--- src/hw/rtl/gtl_pkg.sv ---
// Package for the greek-to-latin transliterator: request types, pending-letter
// codes and the ISO-8859-7 to ASCII lookup function.
// No dependencies.
package gtl_pkg;

    localparam int unsigned MaxChars = 4;

    typedef logic [6:0] char_t;

    typedef struct packed {
        logic [7:0] in_byte;
        logic       end_of_input;
    } in_req_t;

    typedef struct packed {
        char_t out_char;
        logic  last;
    } out_req_t;

    typedef enum logic [2:0] {
        PEND_NONE  = 3'd0,
        PEND_CAP_M = 3'd1,
        PEND_CAP_N = 3'd2,
        PEND_M     = 3'd3,
        PEND_N     = 3'd4
    } pend_t;

    // table entry: 0..3 characters
    typedef struct packed {
        logic [1:0] len;
        char_t      c0;
        char_t      c1;
        char_t      c2;
    } xlat_t;

    // characters of one request, in output order
    typedef struct packed {
        logic [2:0] cnt;
        char_t [MaxChars-1:0] chars;
    } group_t;

    function automatic xlat_t mk0();
        xlat_t r;
        r = '{len: 2'd0, c0: '0, c1: '0, c2: '0};
        return r;
    endfunction

    function automatic xlat_t mk1(input logic [7:0] a);
        xlat_t r;
        r = '{len: 2'd1, c0: a[6:0], c1: '0, c2: '0};
        return r;
    endfunction

    function automatic xlat_t mk2(input logic [7:0] a, input logic [7:0] b);
        xlat_t r;
        r = '{len: 2'd2, c0: a[6:0], c1: b[6:0], c2: '0};
        return r;
    endfunction

    function automatic xlat_t mk3(input logic [7:0] a, input logic [7:0] b,
                                  input logic [7:0] c);
        xlat_t r;
        r = '{len: 2'd3, c0: a[6:0], c1: b[6:0], c2: c[6:0]};
        return r;
    endfunction

    function automatic xlat_t xlat(input logic [7:0] b);
        xlat_t r;
        r = mk0();
        case (b) inside
            8'd32, 8'd33, 8'd44, 8'd46, 8'd63, [8'd48:8'd57]: r = mk1(b);
            8'd182: r = mk2("'", "A");
            8'd184: r = mk2("'", "E");
            8'd185: r = mk2("'", "H");
            8'd186: r = mk2("'", "I");
            8'd188: r = mk2("'", "O");
            8'd190: r = mk2("'", "Y");
            8'd191: r = mk2("'", "W");
            8'd192: r = mk3("i", "'", "\"");
            8'd193: r = mk1("A");
            8'd194: r = mk1("V");
            8'd195: r = mk1("G");
            8'd196: r = mk1("D");
            8'd197: r = mk1("E");
            8'd198: r = mk1("Z");
            8'd199: r = mk1("H");
            8'd200: r = mk1("8");
            8'd201: r = mk1("I");
            8'd202: r = mk1("K");
            8'd203: r = mk1("L");
            8'd204: r = mk1("M");
            8'd205: r = mk1("N");
            8'd206: r = mk2("K", "S");
            8'd207: r = mk1("O");
            8'd208: r = mk1("P");
            8'd209: r = mk1("R");
            8'd211: r = mk1("S");
            8'd212: r = mk1("T");
            8'd213: r = mk1("Y");
            8'd214: r = mk1("F");
            8'd215: r = mk1("X");
            8'd216: r = mk2("P", "S");
            8'd217: r = mk1("W");
            8'd220: r = mk2("a", "'");
            8'd221: r = mk2("e", "'");
            8'd222: r = mk2("h", "'");
            8'd223: r = mk2("i", "'");
            8'd224: r = mk3("y", "'", "\"");
            8'd225: r = mk1("a");
            8'd226: r = mk1("v");
            8'd227: r = mk1("g");
            8'd228: r = mk1("d");
            8'd229: r = mk1("e");
            8'd230: r = mk1("z");
            8'd231: r = mk1("h");
            8'd232: r = mk1("8");
            8'd233: r = mk1("i");
            8'd234: r = mk1("k");
            8'd235: r = mk1("l");
            8'd236: r = mk1("m");
            8'd237: r = mk1("n");
            8'd238: r = mk2("k", "s");
            8'd239: r = mk1("o");
            8'd240: r = mk1("p");
            8'd241: r = mk1("r");
            8'd242: r = mk1("s");
            8'd243: r = mk1("s");
            8'd244: r = mk1("t");
            8'd245: r = mk1("y");
            8'd246: r = mk1("f");
            8'd247: r = mk1("x");
            8'd248: r = mk2("p", "s");
            8'd249: r = mk1("w");
            8'd250: r = mk2("i", "'");
            8'd251: r = mk2("y", "'");
            8'd252: r = mk2("o", "'");
            8'd253: r = mk2("y", "'");
            8'd254: r = mk2("w", "'");
            default: r = mk0();
        endcase
        return r;
    endfunction

endpackage

--- src/hw/rtl/greek_to_latin_transliterator.sv ---
// An accepted request enters the input register, and its characters move on to
// the group register, which drives out_data, once that register is free.
// Throughput: one character per cycle while out_stall is low; a request gives
// n = 0..4 characters. The input register takes a new request while characters drain.
// Reset clears the pending letter and all valid flags.
// Top level; depends on gtl_pkg and gtl_xlat.
module greek_to_latin_transliterator (
    input  logic              clk,
    input  logic              rst_n,
    input  logic              in_valid,
    output logic              in_stall,
    input  gtl_pkg::in_req_t  in_data,
    output logic              out_valid,
    input  logic              out_stall,
    output gtl_pkg::out_req_t out_data
);
    import gtl_pkg::*;

    in_req_t     in_data_reg;
    logic        in_valid_reg;
    pend_t       pend_reg;
    pend_t       pend_next;
    group_t      grp_next;
    char_t [MaxChars-1:0] chars_reg;
    logic [2:0]  cnt_reg;
    logic [1:0]  idx_reg;
    logic        grp_valid_reg;
    logic        out_last;
    logic        grp_done;
    logic        grp_free;
    logic        in_move;

    gtl_xlat u_xlat (
        .req       (in_data_reg),
        .pend      (pend_reg),
        .grp       (grp_next),
        .pend_next (pend_next)
    );

    assign out_last  = (({1'b0, idx_reg} + 3'd1) == cnt_reg);
    assign out_valid = grp_valid_reg;
    assign out_data  = '{out_char: chars_reg[idx_reg], last: out_last};
    assign grp_done  = grp_valid_reg && !out_stall && out_last;
    assign grp_free  = !grp_valid_reg || grp_done;
    assign in_move   = in_valid_reg && grp_free;
    assign in_stall  = in_valid_reg && !grp_free;

    always_ff @(posedge clk or negedge rst_n)
    begin
        if (!rst_n)
        begin
            in_valid_reg  <= 1'b0;
            grp_valid_reg <= 1'b0;
            pend_reg      <= PEND_NONE;
            idx_reg       <= '0;
        end
        else
        begin
            if (in_valid && !in_stall)
                in_valid_reg <= 1'b1;
            else if (in_move)
                in_valid_reg <= 1'b0;

            if (in_move)
                pend_reg <= pend_next;

            if (in_move && grp_next.cnt != 3'd0)
            begin
                grp_valid_reg <= 1'b1;
                idx_reg       <= '0;
            end
            else if (grp_done)
                grp_valid_reg <= 1'b0;
            else if (grp_valid_reg && !out_stall)
                idx_reg <= idx_reg + 2'd1;
        end
    end

    always_ff @(posedge clk)
    begin
        if (in_valid && !in_stall)
            in_data_reg <= in_data;
        if (in_move && grp_next.cnt != 3'd0)
        begin
            chars_reg <= grp_next.chars;
            cnt_reg   <= grp_next.cnt;
        end
    end

endmodule

--- src/hw/rtl/gtl_xlat.sv ---
// Combinational translation of one request: builds the character group and
// the next pending-letter code from the byte, end flag and pending code.
// Depends on gtl_pkg.
module gtl_xlat (
    input  gtl_pkg::in_req_t req,
    input  gtl_pkg::pend_t   pend,
    output gtl_pkg::group_t  grp,
    output gtl_pkg::pend_t   pend_next
);
    import gtl_pkg::*;

    xlat_t  tab;
    char_t  pch;
    logic   is_pi;
    logic   is_tau;

    assign tab    = xlat(req.in_byte);
    assign is_pi  = (req.in_byte == 8'd240) || (req.in_byte == 8'd208);
    assign is_tau = (req.in_byte == 8'd244) || (req.in_byte == 8'd212);

    always_comb
    begin
        case (pend)
            PEND_CAP_M: pch = 7'h4D;
            PEND_CAP_N: pch = 7'h4E;
            PEND_M:     pch = 7'h6D;
            PEND_N:     pch = 7'h6E;
            default:    pch = 7'h00;
        endcase
    end

    always_comb
    begin
        grp       = '0;
        pend_next = PEND_NONE;
        if (req.end_of_input)
        begin
            if (pend != PEND_NONE)
            begin
                grp.cnt      = 3'd1;
                grp.chars[0] = pch;
            end
        end
        else if (pend != PEND_NONE)
        begin
            grp.cnt = 3'd1;
            if (pend == PEND_CAP_M && is_pi)
                grp.chars[0] = 7'h42;
            else if (pend == PEND_M && is_pi)
                grp.chars[0] = 7'h62;
            else if (pend == PEND_CAP_N && is_tau)
                grp.chars[0] = 7'h44;
            else if (pend == PEND_N && is_tau)
                grp.chars[0] = 7'h64;
            else
            begin
                grp.cnt      = 3'd1 + {1'b0, tab.len};
                grp.chars[0] = pch;
                grp.chars[1] = tab.c0;
                grp.chars[2] = tab.c1;
                grp.chars[3] = tab.c2;
            end
        end
        else
        begin
            case (req.in_byte)
                8'd204:  pend_next = PEND_CAP_M;
                8'd205:  pend_next = PEND_CAP_N;
                8'd236:  pend_next = PEND_M;
                8'd237:  pend_next = PEND_N;
                default:
                begin
                    grp.cnt      = {1'b0, tab.len};
                    grp.chars[0] = tab.c0;
                    grp.chars[1] = tab.c1;
                    grp.chars[2] = tab.c2;
                end
            endcase
        end
    end

endmodule
--- config.mk ---
export PLATFORM = sky130hd
export DESIGN_NAME = greek_to_latin_transliterator
export DESIGN_NICKNAME = d
export VERILOG_FILES = /design/src/hw/rtl/gtl_pkg.sv /design/src/hw/rtl/greek_to_latin_transliterator.sv /design/src/hw/rtl/gtl_xlat.sv
export SDC_FILE = /design/constraint.sdc
export NUM_CORES = 1
export LEC_CHECK = 0
export CAP_MARGIN = 20
export CORE_MARGIN = 3
export CORE_UTILIZATION = 44
export CTS_BUF_LIST = sky130_fd_sc_hd__clkbuf_16
export CTS_CLUSTER_SIZE = 28
export DETAILED_ROUTE_END_ITERATION = 6
export DONT_BUFFER_PORTS = 1
export GPL_ROUTABILITY_DRIVEN = 0
export GPL_TIMING_DRIVEN = 0
export PLACE_DENSITY_LB_ADDON = 0.12
export SETUP_SLACK_MARGIN = 0.05
export SYNTH_ARGS = -nofsm -noshare
export SYNTH_HDL_FRONTEND = slang
export SYNTH_SLANG_ARGS = --single-unit
--- constraint.sdc ---
create_clock -name clk -period 5.1 [get_ports clk]
set_clock_uncertainty 0.05 [all_clocks]
set_input_delay 1.02 -clock clk [delete_from_list [all_inputs] [get_ports clk]]
set_output_delay 1.02 -clock clk [all_outputs]
set_load 0.02 [all_outputs]
Word-level counts from Yosys, hierarchy flattened
Cells that the tools add are included.
Widths: inputs -> output; s select.
Word-level totals
  output and inout bits: 10
  register bits after elaboration: 47
  input bits: 13
Cells by class
  magnitude comparators: 3
  add/sub/neg operators: 3
  equality and inequality tests: 78
  reductions and logical operators: 27
  bitwise logic cells: 1
  muxes and demuxes: 97
Operator list (count)
  $mux 23: 68
  $eq 8x8->1 const B: 67
  $mux 24: 4
  $mux 7: 7
  $mux 21: 2
  $eq 8x6->1 const B: 5
  $pmux 7 s4: 1
  $bmux 7 s2: 1
  $mux 3: 4
  $pmux 3 s4: 1
  $reduce_or 6->1: 2
  $logic_and 1x1->1: 11
  $ge 8x6->1 const B: 1
  $le 8x6->1 const B: 1
  $mux 2: 4
  $eq 3x2->1 const B: 2
  $reduce_bool 2->1: 3
  $reduce_bool 3->1: 2
  $mux 1: 5
  $logic_not 1->1: 4
  $reduce_or 4->1: 1
  $add 1x2->3 const A: 1
  $add 2x1->3 const B: 1
  $eq 3x1->1 const B: 1
  other kinds (8): 10

Depth between registers and ports, before layout
  depth after elaboration: 80
  depth in mapped cells: 12
  gate-level depth less buffers: 10

Cells and area by module
A second synthesis with hierarchy kept.
Unflattened totals
  cells, all modules: 399
  area total of the unflattened synthesis: 3762.4 um^2
Modules (own cells, without submodules)
  gtl_xlat: times used 1, sequential area each 0.0 um^2, cells an instance 317, area an instance 1951.9 um^2
  greek_to_latin_transliterator: times used 1, sequential area each 1376.3 um^2, cells an instance 82, area an instance 1810.5 um^2

Worst setup path before layout
OpenSTA, ideal clock, no wires.
  path type: flip-flop to flip-flop
  start point: register in_data_reg[6] (netlist bit)
  end point: register chars_reg[0] (netlist bit) (enable)
  data required time: 4.640 ns
  slack: 1.267 ns
  cell stages (with the launch flop): 13
  clock period less this slack: 3.833 ns
  arrival time: 3.374 ns
  library setup time: 0.410 ns
  path through: edfxtp_1 -> buf_2 -> and4b_1 -> clkbuf_1 -> a32oi_1 -> nor2_1 -> nor4b_1 -> nand2_1 -> ha_1 -> nor2_1 -> o21ai_0 -> nand4b_2 -> nor2b_1
Between the ends
  cells in the longest elaborated chain, start to end: 78
Ends and longest elaborated chain
  start: declaration: line greek_to_latin_transliterator.sv:19  | in_req_t in_data_reg;
  start signal: assignment: line greek_to_latin_transliterator.sv:82  | in_data_reg <= in_data;
  $eq 8x8->1: line gtl_xlat.sv:17  | assign tab = xlat(req.in_byte);
  $mux 23 (68 in a row): line gtl_pkg.sv:70  | case (b) inside
  $add 1x2->3: line gtl_xlat.sv:57  | grp.cnt = 3'd1 + {1'b0, tab.len};
  $mux 24: line gtl_xlat.sv:53  | else if (pend == PEND_N && is_tau)
  $mux 24: line gtl_xlat.sv:51  | else if (pend == PEND_CAP_N && is_tau)
  $mux 24: line gtl_xlat.sv:49  | else if (pend == PEND_M && is_pi)
  $mux 24: line gtl_xlat.sv:47  | if (pend == PEND_CAP_M && is_pi)
  $mux 3 (*): line gtl_xlat.sv:44  | else if (pend != PEND_NONE)
  $mux 3 (*): line gtl_xlat.sv:36  | if (req.end_of_input)
  $reduce_bool 3->1 (*): line greek_to_latin_transliterator.sv:83  | if (in_move && grp_next.cnt != 3'd0)
  $logic_and 1x1->1 (*): line greek_to_latin_transliterator.sv:83
  end signal: assignment: line greek_to_latin_transliterator.sv:85  | chars_reg <= grp_next.chars;
  end: declaration: line greek_to_latin_transliterator.sv:24  | char_t [MaxChars-1:0] chars_reg;
Mark *: on every way between the ends. The rest lies on a longest branch, timed or not.
A chain may end at the register's enable or synchronous reset.

Worst setup path in the final report
  start point: register in_data_reg[5] (netlist bit)
  end point: register chars_reg[14] (netlist bit) (enable)
Same word-level chain as after synthesis.

==> metrics.md <==
| Metric | Value |
|---|---|
| Total gr overflow | 0 |
| Total wire length | 10.5 mm |
| Share of layout cells above drive strength 1 | 12.4% |
| Setup CP Type | reg -> reg |
| Placement row count | 31 |
| Post-CTS Resized | 0 |
| Critical path buffer and inverter count | 3 |
| Fraction of registers with async set/reset | 17.1% |
| Total CTS buffers | 5 |
| Die extent in x | 95.0 um |
| Multi-input logic area | 2040 um2 |
| FF/Latch Area | 1200 um2 |
| Least-Margin Pin Slew | 0.671 ns |
| Max FO, Critical Path | 18 |
| Area leader, netlist | edfxtp_1 |
| Status | complete, but fails checks |
| CTS tree | built |
| Pwr/cell area | 429 nW/um2 |
| H-tree depth | 2 |
| Fin area | 3770 um2 |
| RSZ-0062 raised after global routing | no |
| Fin util | 50.3% |
| # port buffers | 0 |
| Sum of negative setup slack | 0 ns |
| Min Tclk post-route | 3.69 ns |
| Worst Setup End Kind | register |
| Violated checks | DRC |
| Post-route ant nets | 0 |
| Critical Path, Cell by Cell | buf_2 -> and4b_1 -> clkbuf_1 -> a22oi_1 -> nand2_1 -> nor4b_1 -> nand2_1 -> ha_1 -> nor2_1 -> o21ai_0 -> nand4b_2 -> nor2b_2 -> buf_8 |
| Critical Path Source Type | register |
| Vias in the first global route | 3221 |
| Largest cells by area after synthesis | edfxtp_1, dfrtp_1, nand2_1 |
| Delay-heaviest family, CP | simple AND/OR/NAND/NOR gates |
| Slew HR | 54.6% |
| Maximum vdd drop | 0.189 mV |
| Worst-path clk slew | 0.06 ns |
| WP data required | 5.03 ns |
| # IOs | 23 |
| Unique masters post-synth | 75 |
| CP max-delay cell | nor4b_1 |
| Initial core utilization | 46.6% |
| EDFF count, synth | 34 |
| CTS root buf | clkbuf_16 |
| Total number of vias | 3389 |
| First-pass GRT wire length | 17.0 mm |
| Delay of the slowest critical-path stage | 0.48 ns |
| CP dominant cell by count | nand2_1 |
| Largest net degree at the start of global routing | 19 |
| Post-Layout Cell Count | 520 |
| Final hold viol count | 0 |
| Ys Warns | 0 |
| Tot Pwr | 1620 uW |
| Die Y | 95.0 um |
| Postcts setup bufs | 0 |
| DP HPWL | 7.91 mm |
| Area growth from synthesis to layout | 8.03% |
| CTS sink cnt | 41 |
| Max_cap viols | 0 |
| Max reg flops | 22 |
| WL/cell | 20.2 um |
| Synthesized area per cell | 8.47 um2 |
| Syn_nets | 427 |
| Core Region | 7490 um2 |
| Top_reg_cell synth | edfxtp_1 |
| Fmax | 271 MHz |
| Filler Cell Count | 733 |
| Iter 0 DRT Violations | 338 |
| Synth Instances | 412 |
| Total GRT Usage | 24.4% |
| Via density | 6.52 |
| # DRC | 1 |
| Fin crit share | 72.4% |
| Initial antenna violation count | 0 |
| Sequential fraction of the synthesis area | 34.3% |
| DR pass1 iterations | 7 |
| N_diodes | 0 |
| Register bit total from synthesis | 41 |
| Post-Syn Area | 3490 um2 |
| Hold Path Class | in -> async |
| Slew Viols, Final | 0 |
| Arrival time of the worst setup path | 3.62 ns |
| Die area | 9030 um2 |
| Clock buffer depth | 2 |
| Final setup fails | 0 |
| DP Area | 3630 um2 |
| Hold_buf cts | 0 |
| Worst-Skew Late Latency | 0.28 ns |
| Pleak | 0.00135 uW |
| Post-synth top area share | 29.3% |
| Placed Cells | 512 |
| Nets | 435 |
[path summary, 6_finish.rpt]
kind / startpoint / endpoint / slack (ns) / cells past startpoint
setup / recovery: in_data_reg[5]$_DFFE_PP_ / chars_reg[14]$_SDFFCE_PP0P_ / 1.41 / 13
hold / removal: rst_n / in_valid_reg$_DFFE_PN0P_ / 0.38 / 0
setup reg to reg: in_data_reg[5]$_DFFE_PP_ / chars_reg[14]$_SDFFCE_PP0P_ / 1.41 / 13
hold reg to reg: in_valid_reg$_DFFE_PN0P_ / idx_reg[1]$_DFFE_PN0P_ / 0.49 / 1
max in group asynchronous: rst_n / pend_reg[1]$_DFFE_PN0P_ / 4.56 / 0
min in group clk: in_valid_reg$_DFFE_PN0P_ / idx_reg[1]$_DFFE_PN0P_ / 0.49 / 1
[worst reg2reg max path: cells and delay by family (launching register included)]
| family | cells | cell delay, ns |
|---|---|---|
| and+or+nand+nor | 7 | 1.65 |
| buffers and inverters | 3 | 0.66 |
| DFF | 1 | 0.35 |
| adders and majority gates | 1 | 0.32 |
| AOI/OAI and AO/OA | 2 | 0.35 |
[layout make-up]
type / count / share of cell area (%)
plain buffers: 41 / 5.61
multi-input cells: 319 / 54.2
inverters: 11 / 1.10
flip-flops and latches: 41 / 31.7
well taps: 99 / 3.29
clock buffers: 5 / 3.32
clock inverters: 3 / 0.365
repair buffers: 1 / 0.398
[layer usage]
layer | track usage, % | vias to the layer above | wire (um)
li1 | - | 1569 | -
met1 | 31.2 | 1559 | 4220
met2 | 39.8 | 214 | 4830
met3 | 4.26 | 47 | 981
met4 | 12.1 | 0 | 487
met5 | 0 | - | 0
[cells in the final DEF (no fill, tap or decap), types with 6 or more instances in the layout]
master	instances
o32ai_1	6
nand3_1	12
nand2b_1	8
edfxtp_1	34
nor2b_1	7
nand4_1	9
buf_2	25
nand2_1	40
nor2_1	35
a21oi_1	29
dfrtp_1	7
inv_1	11
o21ai_0	26
clkbuf_1	11
nor3_1	13
mux2i_1	10
o22ai_1	10
[metrics by stage]
step | setup WS (ns) | hold slack (ns)
6_report | 1.41 | 0.376
5_1_grt | 1.10 | 0.367
4_1_cts | 1.45 | 0.371
3_5_place_dp | 1.48 | 0.491
3_3_place_gp | 0.494 | 0.477
2_1_floorplan | 1.27 | 0.444
[synth_stat cells (all sizes together), types with 4 or more instances]
cell,count
o22ai,10
nand3,12
o32ai,6
inv,11
nand3b,4
nor2,35
nand2b,8
mux2i,10
or3,5
o31ai,7
nor3,14
or2,4
nand4,9
nand4b,5
and3,4
nor2b,8
dfrtp,7
nor4,4
a211oi,4
o21ai,28
xnor2,5
buf,30
a21oi,29
a22oi,4
clkbuf,11
edfxtp,34
nand2,40
[kinds of logic (layout without fill, tap and decap cells)]
family	after synthesis	count (layout)	share of synthesized area [%]
simple gates	174	174	27.5
compound gates	123	123	24.0
buf+inv	52	61	7.25
flops	41	41	34.3
mux	13	13	4.48
xor+xnor	7	7	1.76
fa+ha+maj	2	2	0.717
[where the power goes]
| part | leakage (uW) | internal, uW | total, uW | switching (uW) |
|---|---|---|---|---|
| registers | 0.000406 | 438 | 482 | 43.9 |
| clock network | 0.0000748 | 178 | 297 | 120 |
| logic | 0.000866 | 282 | 839 | 557 |
No activity file was read; power rests on OpenSTA's default activity.
